<file path="config.mk">
export PLATFORM = sky130hd
export DESIGN_NAME = rank_window_selector
export DESIGN_NICKNAME = d
export VERILOG_FILES = /design/src/rws_pkg.sv /design/src/rws_ram.sv /design/src/rws_datapath.sv /design/src/rws_ctrl.sv /design/src/rank_window_selector.sv
export SDC_FILE = /design/constraint.sdc
export NUM_CORES = 2
export LEC_CHECK = 0
export BUFFER_PORTS_ARGS = -buffer_cell sky130_fd_sc_hd__buf_2
export CAP_MARGIN = 20
export CORE_ASPECT_RATIO = 1.4
export CORE_MARGIN = 2
export CORE_UTILIZATION = 55
export CTS_BUF_LIST = sky130_fd_sc_hd__clkbuf_4
export DETAILED_ROUTE_END_ITERATION = 7
export HOLD_SLACK_MARGIN = 0.1
export PLACE_DENSITY = 0.71
export REMOVE_ABC_BUFFERS = 1
export SKIP_CTS_REPAIR_TIMING = 1
export SLEW_MARGIN = 20
export SYNTH_ARGS = -nofsm -noshare
export SYNTH_HDL_FRONTEND = slang
export SYNTH_SLANG_ARGS = --single-unit
</file>
<file path="constraint.sdc">
create_clock -name clk -period 14.1 [get_ports clk]
set_clock_uncertainty 0.05 [all_clocks]
set_input_delay 0.705 -clock clk [delete_from_list [all_inputs] [get_ports clk]]
set_output_delay 0.705 -clock clk [all_outputs]
set_load 0.01 [all_outputs]
</file>
<file path="src/rws_pkg.sv">
`timescale 1ns / 1ps

package rws_pkg;

	// Sizes fixed by the field formats
	localparam int POINTS_DEFAULT = 64;
	localparam int VALUE_W        = 32;
	localparam int FRAC_W         = 17;
	localparam int IDX_W          = 6;
	localparam int CFG_IDX_W      = 1;

	// Fraction one in Q1.16 and the minimum window span in ranks
	localparam logic [FRAC_W-1:0] FRAC_ONE = FRAC_W'(65536);
	localparam int MIN_SPAN = 3;

	// Configuration register indexes
	localparam logic [CFG_IDX_W-1:0] REG_MIN_FRACTION = 1'b0;
	localparam logic [CFG_IDX_W-1:0] REG_MAX_FRACTION = 1'b1;

	typedef struct packed {
		logic signed [VALUE_W-1:0] feature_value;
		logic                      last_value;
	} item_t;

	typedef struct packed {
		logic [IDX_W-1:0] point_index;
		logic [IDX_W-1:0] point_rank;
		logic             active;
		logic             last_result;
	} result_t;

	typedef enum logic [2:0] {
		ST_IDLE,
		ST_CALC,
		ST_WIDEN,
		ST_FETCH,
		ST_LATCH,
		ST_SWEEP,
		ST_EMIT
	} state_t;

	// Controller to datapath commands
	typedef struct packed {
		logic load;    // store the incoming value
		logic finish;  // last value: latch point count, restart collection
		logic calc;    // window edges from fractions
		logic widen;   // enforce minimum span, rewind point index
		logic fetch;   // read value of current point
		logic latch;   // hold current value, start the compare sweep
		logic sweep;   // compare against each stored value
		logic emit;    // present result, advance point index
	} cmd_t;

	// Datapath to controller status
	typedef struct packed {
		logic sweep_done;
		logic last_point;
	} status_t;

endpackage

</file>
<file path="src/rws_ram.sv">
`timescale 1ns / 1ps

module rws_ram #(
	parameter int WIDTH = 32,
	parameter int DEPTH = 64
) (
	input  logic                     clk,
	input  logic                     we,
	input  logic [$clog2(DEPTH)-1:0] waddr,
	input  logic [WIDTH-1:0]         wdata,
	input  logic [$clog2(DEPTH)-1:0] raddr,
	output logic [WIDTH-1:0]         rdata
);

	logic [WIDTH-1:0] mem [DEPTH];
	logic [WIDTH-1:0] rdata_q;

	// One write port, one registered read port
	always_ff @(posedge clk) begin
		if (we) begin
			mem[waddr] <= wdata;
		end
		rdata_q <= mem[raddr];
	end

	assign rdata = rdata_q;

endmodule

</file>
<file path="src/rws_datapath.sv">
`timescale 1ns / 1ps

module rws_datapath #(
	parameter int POINTS = rws_pkg::POINTS_DEFAULT
) (
	input  logic                           clk,
	input  logic                           arst_n,
	input  rws_pkg::cmd_t                  cmd,
	input  rws_pkg::item_t                 item,
	input  logic                           cfg_we,
	input  logic [rws_pkg::CFG_IDX_W-1:0]  cfg_index,
	input  logic [rws_pkg::FRAC_W-1:0]     cfg_data,
	output rws_pkg::status_t               status,
	output rws_pkg::result_t               result
);

	localparam int AW = $clog2(POINTS);
	localparam int CW = $clog2(POINTS + 1);
	localparam int SW = CW + 2;
	localparam int FW = rws_pkg::FRAC_W;
	localparam int PW = CW + FW;
	localparam int VW = rws_pkg::VALUE_W;
	localparam int IW = rws_pkg::IDX_W;

	logic [FW-1:0] min_frac_q, max_frac_q;
	logic [FW-1:0] min_clamp, max_clamp;
	logic [CW-1:0] count_q, n_q;
	logic          full;
	logic [CW-1:0] lo_q, hi_q;
	logic [AW-1:0] i_q;
	logic [CW-1:0] j_q;
	logic          cmp_s1;
	logic [AW-1:0] jx_s1;
	logic [AW-1:0] rank_q;
	logic signed [VW-1:0] v_q;

	logic [VW-1:0] rdata;
	logic [AW-1:0] raddr;
	logic          ram_we;
	logic [PW-1:0] lo_prod, hi_prod;
	logic signed [SW-1:0] lo_w, hi_w, lim_w, span_w;
	logic signed [VW-1:0] w_val;
	logic          hit;
	logic          issue;

	// Configuration registers
	always_ff @(posedge clk or negedge arst_n) begin
		if (!arst_n) begin
			min_frac_q <= '0;
			max_frac_q <= rws_pkg::FRAC_ONE;
		end else if (cfg_we) begin
			unique case (cfg_index)
				rws_pkg::REG_MIN_FRACTION: min_frac_q <= cfg_data;
				rws_pkg::REG_MAX_FRACTION: max_frac_q <= cfg_data;
			endcase
		end
	end

	// Fractions above one count as one
	assign min_clamp = (min_frac_q > rws_pkg::FRAC_ONE) ? rws_pkg::FRAC_ONE : min_frac_q;
	assign max_clamp = (max_frac_q > rws_pkg::FRAC_ONE) ? rws_pkg::FRAC_ONE : max_frac_q;

	// Value store
	assign full   = (count_q >= CW'(POINTS));
	assign ram_we = cmd.load && !full;
	assign raddr  = cmd.fetch ? i_q : j_q[AW-1:0];

	rws_ram #(
		.WIDTH(VW),
		.DEPTH(POINTS)
	) u_store (
		.clk  (clk),
		.we   (ram_we),
		.waddr(count_q[AW-1:0]),
		.wdata(item.feature_value),
		.raddr(raddr),
		.rdata(rdata)
	);

	// Load counter and point count of the run
	always_ff @(posedge clk or negedge arst_n) begin
		if (!arst_n) begin
			count_q <= '0;
			n_q     <= '0;
		end else if (cmd.finish) begin
			count_q <= '0;
			n_q     <= full ? count_q : count_q + CW'(1);
		end else if (ram_we) begin
			count_q <= count_q + CW'(1);
		end
	end

	// Window edges: floor(n * fraction)
	assign lo_prod = PW'(n_q) * PW'(min_clamp);
	assign hi_prod = PW'(n_q) * PW'(max_clamp);

	// Widen to the minimum span: raise max (cap n-1), then lower min (floor 0)
	always_comb begin
		span_w = $signed(SW'(rws_pkg::MIN_SPAN));
		lo_w   = $signed(SW'(lo_q));
		hi_w   = $signed(SW'(hi_q));
		lim_w  = $signed(SW'(n_q)) - $signed(SW'(1));
		if (hi_w - lo_w < span_w) begin
			hi_w = lo_w + span_w;
			if (hi_w > lim_w) begin
				hi_w = lim_w;
			end
			if (hi_w - lo_w < span_w) begin
				lo_w = hi_w - span_w;
				if (lo_w[SW-1]) begin
					lo_w = '0;
				end
			end
		end
	end

	always_ff @(posedge clk) begin
		if (cmd.calc) begin
			lo_q <= lo_prod[FW-1 +: CW];
			hi_q <= hi_prod[FW-1 +: CW];
		end else if (cmd.widen) begin
			lo_q <= lo_w[CW-1:0];
			hi_q <= hi_w[CW-1:0];
		end
	end

	// Sweep control: read addresses and compare slot
	assign issue = (j_q < n_q);

	always_ff @(posedge clk or negedge arst_n) begin
		if (!arst_n) begin
			i_q    <= '0;
			j_q    <= '0;
			cmp_s1 <= 1'b0;
		end else begin
			if (cmd.widen) begin
				i_q <= '0;
			end else if (cmd.emit) begin
				i_q <= i_q + AW'(1);
			end

			if (cmd.fetch) begin
				j_q    <= '0;
				cmp_s1 <= 1'b0;
			end else if (cmd.latch) begin
				j_q    <= CW'(1);
				cmp_s1 <= 1'b1;
			end else if (cmd.sweep) begin
				cmp_s1 <= issue;
				if (issue) begin
					j_q <= j_q + CW'(1);
				end
			end else begin
				cmp_s1 <= 1'b0;
			end
		end
	end

	// Compare: smaller value, or equal value at lower index
	assign w_val = $signed(rdata);
	assign hit   = (w_val < v_q) || ((w_val == v_q) && (jx_s1 < i_q));

	always_ff @(posedge clk) begin
		if (cmd.fetch) begin
			rank_q <= '0;
		end else if (cmd.sweep && cmp_s1 && hit) begin
			rank_q <= rank_q + AW'(1);
		end
		if (cmd.latch) begin
			v_q   <= $signed(rdata);
			jx_s1 <= '0;
		end else if (cmd.sweep) begin
			jx_s1 <= j_q[AW-1:0];
		end
	end

	// Status
	assign status.sweep_done = cmd.sweep && cmp_s1 && (CW'(jx_s1) == n_q - CW'(1));
	assign status.last_point = (CW'(i_q) == n_q - CW'(1));

	// Result fields
	assign result.point_index = IW'(i_q);
	assign result.point_rank  = IW'(rank_q);
	assign result.active      = (CW'(rank_q) >= lo_q) && (CW'(rank_q) < hi_q);
	assign result.last_result = status.last_point;

endmodule

</file>
<file path="src/rws_ctrl.sv">
`timescale 1ns / 1ps

module rws_ctrl (
	input  logic             clk,
	input  logic             arst_n,
	input  logic             start,
	input  logic             last_value,
	input  rws_pkg::status_t status,
	output rws_pkg::cmd_t    cmd,
	output logic             busy,
	output logic             result_valid
);

	rws_pkg::state_t state_q, state_d;

	// State register
	always_ff @(posedge clk or negedge arst_n) begin
		if (!arst_n) begin
			state_q <= rws_pkg::ST_IDLE;
		end else begin
			state_q <= state_d;
		end
	end

	// Next state and commands
	always_comb begin
		state_d = state_q;
		cmd     = '0;
		unique case (state_q)
			rws_pkg::ST_IDLE: begin
				if (start) begin
					cmd.load = 1'b1;
					if (last_value) begin
						cmd.finish = 1'b1;
						state_d    = rws_pkg::ST_CALC;
					end
				end
			end
			rws_pkg::ST_CALC: begin
				cmd.calc = 1'b1;
				state_d  = rws_pkg::ST_WIDEN;
			end
			rws_pkg::ST_WIDEN: begin
				cmd.widen = 1'b1;
				state_d   = rws_pkg::ST_FETCH;
			end
			rws_pkg::ST_FETCH: begin
				cmd.fetch = 1'b1;
				state_d   = rws_pkg::ST_LATCH;
			end
			rws_pkg::ST_LATCH: begin
				cmd.latch = 1'b1;
				state_d   = rws_pkg::ST_SWEEP;
			end
			rws_pkg::ST_SWEEP: begin
				cmd.sweep = 1'b1;
				if (status.sweep_done) begin
					state_d = rws_pkg::ST_EMIT;
				end
			end
			rws_pkg::ST_EMIT: begin
				cmd.emit = 1'b1;
				state_d  = status.last_point ? rws_pkg::ST_IDLE : rws_pkg::ST_FETCH;
			end
			default: begin
				state_d = rws_pkg::ST_IDLE;
			end
		endcase
	end

	assign busy         = (state_q != rws_pkg::ST_IDLE);
	assign result_valid = cmd.emit;

endmodule

</file>
<file path="src/rank_window_selector.sv">
`timescale 1ns / 1ps

// Rank window selector.
// Requests: item (feature value, last mark) is taken on a clock edge with
// start high and busy low. Values are stored in load order, up to POINTS of
// them; further values are dropped, but their last mark still counts.
// A request without the last mark leaves busy low.
// On the last mark the block ranks all n stored points (ascending value,
// ties to the lower index), forms the rank window from min_fraction and
// max_fraction, and emits one result per point in load order, each for one
// cycle with result_valid high; last_result marks the final one.
// Each point is ranked by one sweep over the single read port of the value
// store, through the states fetch, latch, sweep and emit; the run begins
// with the calc and widen states. busy is high from the cycle after the
// last request through the cycle of the final result.
// The receiver cannot stall: every result is taken in its cycle.
// The user writes configuration (cfg_we, cfg_index, cfg_data) only while
// busy is low; the block itself does not enforce it. Reset clears the load
// count and sets the fractions to 0 and one; the store needs no clearing.
module rank_window_selector #(
	parameter int POINTS = rws_pkg::POINTS_DEFAULT
) (
	input  logic                          clk,
	input  logic                          arst_n,
	input  logic                          start,
	output logic                          busy,
	input  rws_pkg::item_t                item,
	output logic                          result_valid,
	output rws_pkg::result_t              result,
	input  logic                          cfg_we,
	input  logic [rws_pkg::CFG_IDX_W-1:0] cfg_index,
	input  logic [rws_pkg::FRAC_W-1:0]    cfg_data
);

	rws_pkg::cmd_t    cmd;
	rws_pkg::status_t status;

	rws_ctrl u_ctrl (
		.clk         (clk),
		.arst_n      (arst_n),
		.start       (start),
		.last_value  (item.last_value),
		.status      (status),
		.cmd         (cmd),
		.busy        (busy),
		.result_valid(result_valid)
	);

	rws_datapath #(
		.POINTS(POINTS)
	) u_datapath (
		.clk      (clk),
		.arst_n   (arst_n),
		.cmd      (cmd),
		.item     (item),
		.cfg_we   (cfg_we),
		.cfg_index(cfg_index),
		.cfg_data (cfg_data),
		.status   (status),
		.result   (result)
	);

endmodule
</file>
==> Word level (Yosys, flattened, before mapping) <==
Memory sizes are Yosys's and may differ from the RTL's. A register that Yosys moved wholly into a read port is not among the register bits.
Index checks and enable logic that the tools add are counted.
{ "op_classes": {"add_sub_neg": 10, "mul": 2, "order_cmp": 11, "eq_ne": 12, "mux": 41, "bitwise_logic": 1, "reduce_logical": 23} }
{ "ops": {"columns": ["cell", "count"], "rows": [
  ["7-bit 2-to-1 mux", 15],
  ["7-bit by 17-bit multiplier with 23-bit output", 2],
  ["17-bit greater-than comparator (second input constant)", 2],
  ["17-bit 2-to-1 mux", 2],
  ["32-bit equality test", 1],
  ["32-bit less-than comparator", 1],
  ["3-bit case mux with 7 select lines", 1],
  ["9-bit by 3-bit less-than comparator with 1-bit output (second input constant)", 2],
  ["6-bit 2-to-1 mux", 3],
  ["9-bit 2-to-1 mux", 2],
  ["7-bit by 1-bit adder with 7-bit output (second input constant)", 2],
  ["6-bit by 7-bit equality test with 1-bit output", 2],
  ["6-bit by 1-bit adder with 6-bit output (second input constant)", 2],
  ["1-bit 2-to-1 mux", 12],
  ["2-bit nonzero test", 5],
  ["3-bit equality test (second input constant)", 3],
  ["9-bit greater-than comparator", 1],
  ["3-bit 2-to-1 mux", 3],
  ["3-bit nonzero test", 3],
  ["9-bit by 3-bit subtractor with 9-bit output (second input constant)", 1],
  ["9-bit by 8-bit subtractor with 9-bit output", 1],
  ["7-bit by 2-bit adder with 8-bit output (second input constant)", 1],
  ["2-bit AND reduction", 4],
  ["7-bit by 1-bit subtractor with 8-bit output (second input constant)", 1],
  ["other kinds (17)", 28]
]} }
{ "word_totals": {"ff_bits": 123, "ramBits": 2048, "output_inout_bits": 16, "wordCells": 114, "mem_count": 1} }
{ "memory_table": {"columns": ["memory", "depth", "width", "rd", "rd_ports_with_merged_regs", "write_ports", "line", "source"], "rows": [
  ["u_datapath.u_store.mem", 64, 32, 1, 1, 1, "rws_ram.sv:15", "logic [WIDTH-1:0] mem [DEPTH];"]
]} }

==> Depth between registers and ports, before layout <==
{ "logic_depth": {"depth_word": 10, "ltp_mapped": 28, "depth_no_buf": 25} }

==> Cells and area by module <==
From an unflattened synthesis, not the netlist that was laid out.
{ "unflattened": {"hier_cells": 4859, "area_unflattened_um2": 92990.4} }
{ "modules_own_cells": {"columns": ["mod", "instances", "cells_per_inst", "area_each_um2"], "rows": [
  ["rws_ram", 1, 3324, 78515.3],
  ["rws_datapath", 1, 1507, 14244.9],
  ["rws_ctrl", 1, 28, 230.2]
]} }

==> Worst setup path before layout <==
No wires, ideal clock.
{ "synth_timing": {"path_kind": "reg-to-reg", "startpoint": "register u_datapath.max_frac_q[11]", "endpoint": "register u_datapath.hi_q[6], data pin", "setup_time_ns": 0.264, "arrival_time_ns": 5.902, "setup_slack_ns": 7.884, "stages_incl_launch_ff": 25, "path_cell_list": "dfrtp_1 -> clkbuf_1 -> nor4_1 -> a41oi_1 -> nor2_1 -> clkbuf_1 -> nand2_1 -> fa_1 -> fa_1 -> inv_1 -> fa_1 -> inv_1 -> fa_1 -> inv_1 -> ha_1 -> nand3_1 -> nor2_1 -> a221oi_1 -> o211ai_1 -> a21oi_1 -> nor2_1 -> a2111oi_0 -> a21oi_1 -> xnor2_1 -> o21ai_0"} }
{ "synth_via": {"elab_chain_cells": 4} }
{ "synth_lines": {"columns": ["element", "line", "source"], "rows": [
  ["start, declared", "rws_datapath.sv:25", "logic [FW-1:0] min_frac_q, max_frac_q;"],
  ["start signal, assigned", "rws_datapath.sv:50", "max_frac_q <= rws_pkg::FRAC_ONE;"],
  ["start signal, assigned", "rws_datapath.sv:54", "rws_pkg::REG_MAX_FRACTION: max_frac_q <= cfg_data;"],
  ["17-bit greater-than comparator", "rws_datapath.sv:61", "assign max_clamp = (max_frac_q > rws_pkg::FRAC_ONE) ? rws_pkg::FRAC_ONE : max_frac_q;"],
  ["17-bit 2-to-1 mux (*)", "rws_datapath.sv:61", null],
  ["7-bit by 17-bit multiplier with 23-bit output (*)", "rws_datapath.sv:95", "assign hi_prod = PW'(n_q) * PW'(max_clamp);"],
  ["7-bit 2-to-1 mux (*)", "rws_datapath.sv:118", "if (cmd.calc) begin"],
  ["end signal, assigned", "rws_datapath.sv:120", "hi_q <= hi_prod[FW-1 +: CW];"],
  ["end signal, assigned", "rws_datapath.sv:123", "hi_q <= hi_w[CW-1:0];"],
  ["end, declared", "rws_datapath.sv:29", "logic [CW-1:0] lo_q, hi_q;"]
]} }
Every way passes the cells marked *; elsewhere a longest branch is shown, timed or not.
A chain may end at the register's enable or synchronous reset.

==> Worst setup path in the final report <==
{ "layout_timing": {"startpoint": "register u_datapath.max_frac_q[15]", "endpoint": "register u_datapath.hi_q[6], data pin"} }
The elaborated chain is that of the path after synthesis.

==> results.py <==
metrics = {
    "global_routing": {
        "groute.usage.overall_pct": 28.1,
        "antenna_found_initial": 6,
        "grt_pass1_wl_mm": 378,
        "grt-ovfl-total": 0,
        "first_global_vias": 63150,
        "grt_max_degree": 166,
    },
    "worst_setup_path": {
        "endpoint": "u_datapath.hi_q[6]$_DFFE_PP_",
        "end_kind": "flip-flop",
        "rrSetupSlack_ns": 6.72,
        "path_class": "flip-flop to flip-flop",
        "reg2reg_from": "u_datapath.max_frac_q[15]$_DFFE_PN0P_",
        "worstSetupStartpointType": "flip-flop",
        "crit_start": "u_datapath.max_frac_q[15]$_DFFE_PN0P_",
        "crit_required_ns": 15.08,
        "rr_endpoint": "u_datapath.hi_q[6]$_DFFE_PP_",
        "cp.arrival_ns": 8.36,
        "r2r_cells": 20,
        "cp_max_fo": 16,
    },
    "sta": {
        "finalSetupTns_ns": 0,
        "worst_pin_slew_ns": 1.14,
        "setup_violations": 0,
        "rsz0062_at_grt": "false",
        "finalMaxSlewViolations": 0,
        "max_freq_mhz": 135,
        "setup_ws_ns": 6.72,
        "final-hold-violation-count": 0,
        "slew_headroom_pct": 23.8,
        "fin_crit_ns": 7.38,
        "fin_crit_sh_pct": 52.4,
    },
    "floorplan": {
        "die_y_um": 498,
        "coreArea_um2": 173000,
        "die_area_um2": 178000,
        "initial_core_util_pct": 55.3,
        "io_pins": 71,
        "fp-row-count": 181,
        "dieWidth_um": 357,
    },
    "finish": {
        "syn_to_final_growth_pct": 10.1,
        "nFillCells": 13288,
        "drive_above_1_share_pct": 12.7,
        "fin_util_pct": 60.8,
        "layout.nets": 8347,
    },
    "detailed_routing": {
        "drcViolationCount": 0,
        "wl_per_cell_um": 23.8,
        "vias_per_cell": 6.08,
        "num_vias": 64644,
        "drt_iter0_markers": 6713,
        "ant_nets": 0,
        "drt_pre_antenna_iters": 8,
        "postRouteWirelength_mm": 253,
    },
    "logic_synthesis": {
        "synth_enable_flop_cells": 2094,
        "netlist_top_cells_count": "nand2_1 (2239), edfxtp_1 (2094), nand3_1 (543), clkbuf_1 (439), a311oi_1 (385)",
        "dominantRegCellSynth": "edfxtp_1",
        "synth.area.top_cells": "edfxtp_1 (66%), nand2_1 (8.8%), a311oi_1 (3.5%)",
        "ys_types": 74,
        "synthCells": 7747,
        "syn_avg_cell_area_um2": 12.4,
        "ys_warn_count": 0,
        "yosysTopAreaCell": "edfxtp_1",
        "yosysMostFrequentCell": "nand2_1",
        "synthesis.area_um2": 95900,
        "synthArstFlopShare_pct": 2.95,
        "yosys_register_bits": 2203,
        "synth.top_cell.area_share_pct": 65.6,
        "yosysSeqAreaShare_pct": 68.2,
    },
    "clock_tree": {
        "cts_tree": "built",
        "cts-buffers-inserted": 484,
        "clockRootBuffer": "clkbuf_4",
        "cts_buffer_depth": 4,
        "htree_levels": 5,
        "cts_num_sinks": 2203,
        "clkLatencyLatePin_ns": 1.40,
        "path_clk_slew_ns": 0.07,
    },
    "power_and_ir_drop": {
        "p_leak_nw": 37.9,
        "clkPwrFrac_pct": 38.1,
        "p_sw_mw": 2.64,
        "sw_frac_of_total_pct": 21.5,
        "internal-power_mw": 9.66,
        "peakVddDrop_mv": 0.0947,
        "combPwrFrac_pct": 3.4,
        "power.density_nw_per_um2": 117,
        "power_frac_seq_pct": 58.5,
    },
    "place": {
        "gp_congestion": 0.930,
        "dp_hpwl_mm": 137,
        "place_ws_ns": 6.71,
        "io_buffer_count": 70,
    },
    "status": {
        "outcome": "completed",
    },
    "run": {
        "maxCapViolations": 0,
    },
    "min_path": {
        "hp-class": "input pin to flip-flop",
    },
}
## critical path, stage by stage (launching register included)
cell and delay (ns):
dfrtp_1 0.49, nor4_1 0.37, a41oi_1 0.36, nor2_1 0.97, and2_1 0.26, fa_1 0.45, fa_1 0.50, fa_1 0.49
inv_1 0.05, fa_1 0.47, inv_1 0.04, ha_1 0.33, a21o_1 0.20, a221oi_1 0.27, o211ai_1 0.12, a21oi_1 0.37
nor2_1 0.10, a2111oi_1 0.72, a21oi_1 0.18, xnor2_1 0.16, o21ai_0 0.08
## metrics by stage
step,std cells,instance area [um2],hold slack [ns],total power [mW]
2_1_floorplan,7251,94000,0.358,7.55
3_3_place_gp,9728,98900,0.371,7.73
3_5_place_dp,9728,98900,0.363,7.74
4_1_cts,10564,105000,-0.596,12.4
5_1_grt,10635,106000,0.0797,12.7
6_report,10637,106000,0.161,12.3
## state kept, by name, indices dropped and copies added, names as in the netlist, 7 cells and up
signal	cells
u_datapath.count_q	7
u_datapath.hi_q	7
u_datapath.j_q	7
u_datapath.lo_q	7
u_datapath.max_frac_q	17
u_datapath.min_frac_q	17
u_datapath.n_q	7
u_datapath.u_store.mem	2048
u_datapath.u_store.rdata	32
u_datapath.v_q	32
## cell families after synthesis
family,share of synthesized area [%]
simple gates,15.4
flops,68.2
compound gates,7.28
buf+inv,2.95
fa+ha+maj,5.11
xor+xnor,0.583
mux,0.513
## power groups by stage
stage | clock network, mW | registers (mW) | logic, mW
after global placement | 0 | 7.34 | 0.390
final | 4.69 | 7.20 | 0.412
after global routing | 5.08 | 7.20 | 0.467
after CTS | 4.77 | 7.20 | 0.401
after floorplan | 0 | 7.33 | 0.224
after detailed placement | 0 | 7.34 | 0.398
## final cells by class
class                      instances  area [um2]  share of cell area (%)
tap                             2287        2860                    2.71
inverter                         255         957                   0.907
multi-input combinational       4793       28300                    26.8
clock inverter                   119         531                   0.503
sequential                      2203       65400                    61.9
clock buffer                     717        5380                    5.10
timing repair buffer             252        2130                    2.02
antenna                           11        27.5                  0.0261
## layout by cell type (no fill, tap or decap), types with 17 or more instances in the layout
cell,count
and2_1,122
xnor2_1,45
nor3_1,20
clkbuf_4,717
a31oi_1,132
dfrtp_1,64
nand3_1,543
nand2_1,2238
mux2_2,33
dlygate4sd3_1,61
clkinv_1,95
buf_4,131
a21oi_1,180
inv_1,255
buf_2,44
nor2_1,81
xor2_1,17
o21ai_0,63
a21o_1,33
nor2_4,65
and3_1,261
a311oi_1,385
a211oi_1,100
fa_1,146
dfxtp_1,44
ha_1,157
edfxtp_1,2094
## worst min-delay path by stage
stage	from	end	slack [ns]	depth (start not counted)
floorplan	arst_n	u_ctrl.state_q[0]$_DFFE_PN0P_	0.36	0
global placement	u_datapath.u_store.rdata[3]$_DFF_P_	u_datapath.v_q[3]$_DFFE_PP_	0.37	0
detailed placement	u_datapath.u_store.rdata[0]$_DFF_P_	u_datapath.v_q[0]$_DFFE_PP_	0.36	0
CTS	item[0]	u_datapath.count_q[6]$_DFFE_PN0P_	-0.60	2
global route	cfg_data[4]	u_datapath.min_frac_q[4]$_DFFE_PN0P_	0.08	3
finish	cfg_data[5]	u_datapath.max_frac_q[5]$_DFFE_PN0P_	0.16	3
## per-layer routing
| metal | routed length, um | up-vias | track usage (%) |
|---|---|---|---|
| met5 | 44 | - | 0 |
| met4 | 12000 | 6 | 13.7 |
| met3 | 20500 | 632 | 4.68 |
| met2 | 127000 | 3177 | 47.2 |
| met1 | 93200 | 31941 | 35.2 |
| li1 | - | 28888 | - |
Note: power is estimated with default switching activity, not from simulation.
